==> config.mk <==
export PLATFORM = sky130hd
export DESIGN_NAME = plse_ctrl
export DESIGN_NICKNAME = d
export VERILOG_FILES = /design/src/plse_pkg.sv /design/src/plse_ctrl.sv
export SDC_FILE = /design/constraint.sdc
export NUM_CORES = 1
export LEC_CHECK = 0
export BUFFER_PORTS_ARGS = -buffer_cell sky130_fd_sc_hd__buf_2
export CAP_MARGIN = 10
export CORE_AREA = 2 2 39 41
export CTS_BUF_LIST = sky130_fd_sc_hd__clkbuf_4 sky130_fd_sc_hd__clkbuf_8
export CTS_CLUSTER_DIAMETER = 200
export CTS_CLUSTER_SIZE = 30
export DETAILED_ROUTE_END_ITERATION = 16
export DIE_AREA = 0 0 41 43
export SLEW_MARGIN = 15
export SYNTH_ARGS = -nofsm -noshare
export SYNTH_HDL_FRONTEND = slang
export SYNTH_SLANG_ARGS = --single-unit
export TNS_END_PERCENT = 20
==> constraint.sdc <==
create_clock -name clock -period 2.3 [get_ports clock]
set_clock_uncertainty 0.05 [all_clocks]
set_input_delay 0.575 -clock clock [delete_from_list [all_inputs] [get_ports clock]]
set_output_delay 0.575 -clock clock [all_outputs]
set_load 0.1 [all_outputs]
==> src/plse_pkg.sv <==
// Shared types and constants for the packet latency statistics engine.
package plse_pkg;

   // Defaults for the top-level parameters
   localparam int INTERFACES_DEF = 256;
   localparam int BUCKETS_DEF    = 16;

   // Nanoseconds per histogram microsecond
   localparam logic [63:0] NS_PER_US = 64'd1000;

   // Hook kinds carried in the op field
   typedef enum logic [1:0] {
      HOOK_XDP    = 2'd0,
      HOOK_TC_IN  = 2'd1,
      HOOK_TC_OUT = 2'd2
   } hook_kind_type;

   // One packet event
   typedef struct packed {
      logic [1:0]  op;
      logic [7:0]  interface_index;
      logic [15:0] packet_length;
      logic [47:0] latency;
      logic        matched;
   } req_type;

   // One result word
   typedef struct packed {
      logic [3:0]  bucket;
      logic [63:0] bucket_count;
      logic [63:0] if_packet_count;
      logic [63:0] if_byte_count;
      logic [63:0] if_latency_sum;
      logic [63:0] if_latency_least;
      logic [63:0] if_latency_most;
      logic [63:0] if_hook_count;
      logic [63:0] all_packet_count;
      logic [63:0] all_latency_sum;
   } rsp_type;

   // One row of the per-interface table
   typedef struct packed {
      logic        present;
      logic [63:0] packets;
      logic [63:0] bytes;
      logic [63:0] lat_sum;
      logic [63:0] lat_min;
      logic [63:0] lat_max;
      logic [63:0] xdp_count;
      logic [63:0] tc_in_count;
      logic [63:0] tc_out_count;
   } row_type;

   // Sequencer states
   typedef enum logic [2:0] {
      ST_CLEAR,
      ST_IDLE,
      ST_LOOKUP,
      ST_BIN,
      ST_UPDATE
   } state_type;

   // Controller to datapath commands
   typedef struct packed {
      logic capture;
      logic lookup;
      logic bin;
      logic update;
      logic clear_write;
   } cmd_type;

   // Datapath to controller status
   typedef struct packed {
      logic clear_last;
   } status_type;

endpackage

==> src/plse_ctrl.sv <==
// Sequencer for the packet latency statistics engine.
module plse_ctrl
   import plse_pkg::*;
(
   input  logic       clock,
   input  logic       reset,
   input  logic       start,
   input  status_type status,
   output logic       busy,
   output cmd_type    cmd
);

   state_type state_ff;
   state_type state_in;

   // State register
   always_ff @(posedge clock) begin
      if (reset) begin
         state_ff <= ST_CLEAR;
      end else begin
         state_ff <= state_in;
      end
   end

   // Next state
   always_comb begin
      state_in = state_ff;
      case (state_ff)
         ST_CLEAR: begin
            if (status.clear_last) state_in = ST_IDLE;
         end
         ST_IDLE: begin
            if (start) state_in = ST_LOOKUP;
         end
         ST_LOOKUP: state_in = ST_BIN;
         ST_BIN:    state_in = ST_UPDATE;
         ST_UPDATE: state_in = ST_IDLE;
         default:   state_in = ST_CLEAR;
      endcase
   end

   // Outputs
   always_comb begin
      busy = 1'b1;
      cmd  = '0;
      case (state_ff)
         ST_CLEAR: cmd.clear_write = 1'b1;
         ST_IDLE: begin
            busy        = 1'b0;
            cmd.capture = start;
         end
         ST_LOOKUP: cmd.lookup = 1'b1;
         ST_BIN:    cmd.bin    = 1'b1;
         ST_UPDATE: cmd.update = 1'b1;
         default:   cmd        = '0;
      endcase
   end

endmodule

# --- Word-level counts from Yosys, hierarchy flattened ---
# Index checks and enable logic that the tools add are counted.
op_classes:
  n_eq_ne: 6
  n_mux: 9
  reduce_logical: 2
op_table:
  columns: ["cell", "n"]
  rows:
  - ["$pmux 3 s5", 1]
  - ["$eq 3x2->1 const B", 2]
  - ["$mux 1", 6]
  - ["$mux 3", 2]
  - ["$ne 2x2->1 const B", 2]
  - ["$eq 3x1->1 const B", 1]
  - ["$eq 3x3->1 const B", 1]
  - ["$logic_not 3->1", 1]
  - ["$reduce_and 2->1", 1]
word_totals:
  in_bits: 4
  ff_bits: 3
  output_inout_bits: 6
  elab_cells: 18

# --- Longest topological paths before layout ---
logic_depth:
  word_depth: 3
  mapped_depth: 3
  ltp_nobuf: 3

# --- Worst setup path before layout ---
# OpenSTA, ideal clock, no wires.
synth_path:
  path_type: "register -> output"
  start: "register state_ff[0]"
  end: "output port cmd[4] (netlist name)"
  path_buffers: 0
  slack_ns: -0.967
  stages_incl_launch_ff: 4
  required_ns: 1.675
  arrival_ns: 2.642
  path_cell_list: "dfxtp_1 > and2b_1 > nand2b_1 > nor2_1"
synth_lines:
  columns: ["item", "line", "text"]
  rows:
  - ["start, declared", "plse_ctrl.sv:13", "state_type state_ff;"]
  - ["start signal, assigned", "plse_ctrl.sv:21", "state_ff <= state_in;"]
  - ["end, declared", "plse_ctrl.sv:10", "output cmd_type cmd"]

==> metrics.cfg <==
[status]
status = finished clean

[routing]
drtAntennaViolNets = 0
drc = 0
wl_um = 383
wl_per_cell_um = 7.66
first_iter_violations = 1
via_count = 174
viasPerCell = 3.48
first_pass_iters = 2

[die]
die_area_um2 = 1760
start_util_pct = 13.3
fp.coreArea_um2 = 1380
die_w_um = 41
core.rowCount = 14
die_h_um = 43
num_io_pins = 10

[setup_path]
startpoint_type = flip-flop
worstPathMaxFanout = 5
cpPeakStageDelay_ns = 0.42
cp-end-kind = primary output
cp.required_ns = 1.67
worstPathArrival_ns = 1.43
crit_chain = and2b_1 > nand2b_1 > nor2_2 > buf_2
worstSetupPathType = reg -> out
cpMaxStageDelayCell = dfxtp_1

[yosys]
ys_types = 16
synth_edf_count = 0
synthFlopType = dfxtp_1
netlist_area_um2 = 184
syn_inst = 22
synth-seq-area-share_pct = 32.7
syn_nets = 26
ys_ff_latch = 3
synth-warning-count = 0
async_flop_share_pct = 0
avgSynthCellArea_um2 = 8.36

[cts]
cts_inserted_buffers = 3
cts.sinks = 3
cts.path.max_buffers = 2
insertion_delay_ns = 0.23
clkTransAtPathRegs_ns = 0.04
ctsRootBufferMaster = clkbuf_4
cts_tree = done
htreeDepth = 1
cts_resized = 0
ctsHoldBuffers = 0
cts_setup_buffers = 0

[global_routing]
antenna_found_initial = 0
grt_max_degree = 10
grt_use_total_pct = 5.61
grt_pass1_vias = 153
grt_overflow = 0
grt_pass1_wl_um = 558

[timing]
tns_ns = 0
fin_hold_ws_ns = 0.471
maxSlewHeadroom_pct = 67.8
final-hold-violation-count = 0
slew_violations = 0
post-route-period-util_pct = 89.2
tightest_slew_ns = 0.486
fmax_mhz = 487
min_period_ns = 2.05
setup_viol_count_final = 0
rsz0062_at_grt = no

[final_layout]
num_antenna_cells = 0
top_regs = state_ff (3)
area_delta_synth_final_pct = 51.7
drive_above_1_share_pct = 52.9
largest_reg_flops = 3
fill_cells = 166
top_register = state_ff
nets = 39

[run]
max_cap_viol_count = 0

[pwr]
p_leak_nw = 0.132
p_per_area_nw_per_um2 = 890
vdd_drop_max_mv = 0.146

[place]
dp_hpwl_um = 303
place_congestion = 0.607
port_buffers = 9

[min_path]
min_path_type = reg -> reg

-- per-stage QoR --
step,utilization [%],instance area [µm²],cells,setup slack [ns],total power [W]
detailed placement,18.0,249,46,0.450,0.000146
global route,20.2,279,50,0.160,0.000263
CTS,20.2,279,50,0.222,0.000257
global placement,18.0,249,46,0.458,0.000146
floorplan,-,191,22,-0.532,0.000134
finish,20.2,279,50,0.248,0.000248
-- synth_stat cells, drive strengths merged (2+ instances only) --
cell | number | area share, %
a21oi | 2 | 5.4
and2 | 2 | 8.2
dfxtp | 3 | 33
nor2 | 3 | 6.1
nor2b | 2 | 11
nor3 | 2 | 5.4
-- where the power goes --
group	total [W]	internal (W)	switching (W)
logic	0.0000830	0.0000169	0.0000662
clock network	0.000103	0.0000767	0.0000267
registers	0.0000617	0.0000556	0.00000610
-- layer usage --
layer | share of wire (%) | up-vias | global-route usage [%]
met5 | 0 | - | 0
met3 | 11 | 0 | 4.71
met1 | 40 | 72 | 3.83
li1 | - | 95 | -
met4 | 0 | 0 | 8.00
met2 | 48 | 7 | 7.19
-- path summary, 6_finish.rpt --
path                    start     endpoint  slack [ns]  cells after the start
setup / recovery  state_ff[0]       cmd[4]        0.25                      4
setup reg to reg  state_ff[2]  state_ff[2]        1.26                      3
hold reg to reg   state_ff[2]  state_ff[1]        0.47                      1
hold / removal    state_ff[2]  state_ff[1]        0.47                      1
-- cells by family (layout without fill, tap and decap cells) --
| group | count (synthesis) | count (layout) | synth area share (%) |
|---|---|---|---|
| multiplexers | 1 | 1 | 5.44 |
| buffers and inverters | 2 | 14 | 6.12 |
| flip-flops | 3 | 3 | 32.7 |
| AND/OR/NAND/NOR | 14 | 14 | 50.3 |
| AO/OA/AOI/OAI | 2 | 2 | 5.44 |
-- layout make-up --
| cell class | instances | area (µm²) | share of cell area, % |
|---|---|---|---|
| well taps | 16 | 20.0 | 7.17 |
| repair buffers | 9 | 45.0 | 16.1 |
| inverters | 1 | 3.75 | 1.35 |
| multi-input cells | 17 | 120 | 43.0 |
| flip-flops and latches | 3 | 60.1 | 21.5 |
| clock buffers | 4 | 30.0 | 10.8 |
-- cells in the final DEF (no fill, tap or decap), types with 2 or more instances in the layout --
cell and count:
nor2_1 2, buf_2 9, a21oi_1 2, dfxtp_1 3, clkbuf_4 4
-- critical path: cells and delay by family (launching register included) --
| kind | cells | cell delay (ns) |
|---|---|---|
| buf+inv | 1 | 0.42 |
| flops | 1 | 0.42 |
| simple gates | 3 | 0.35 |
(Power assumes the default switching activity.)
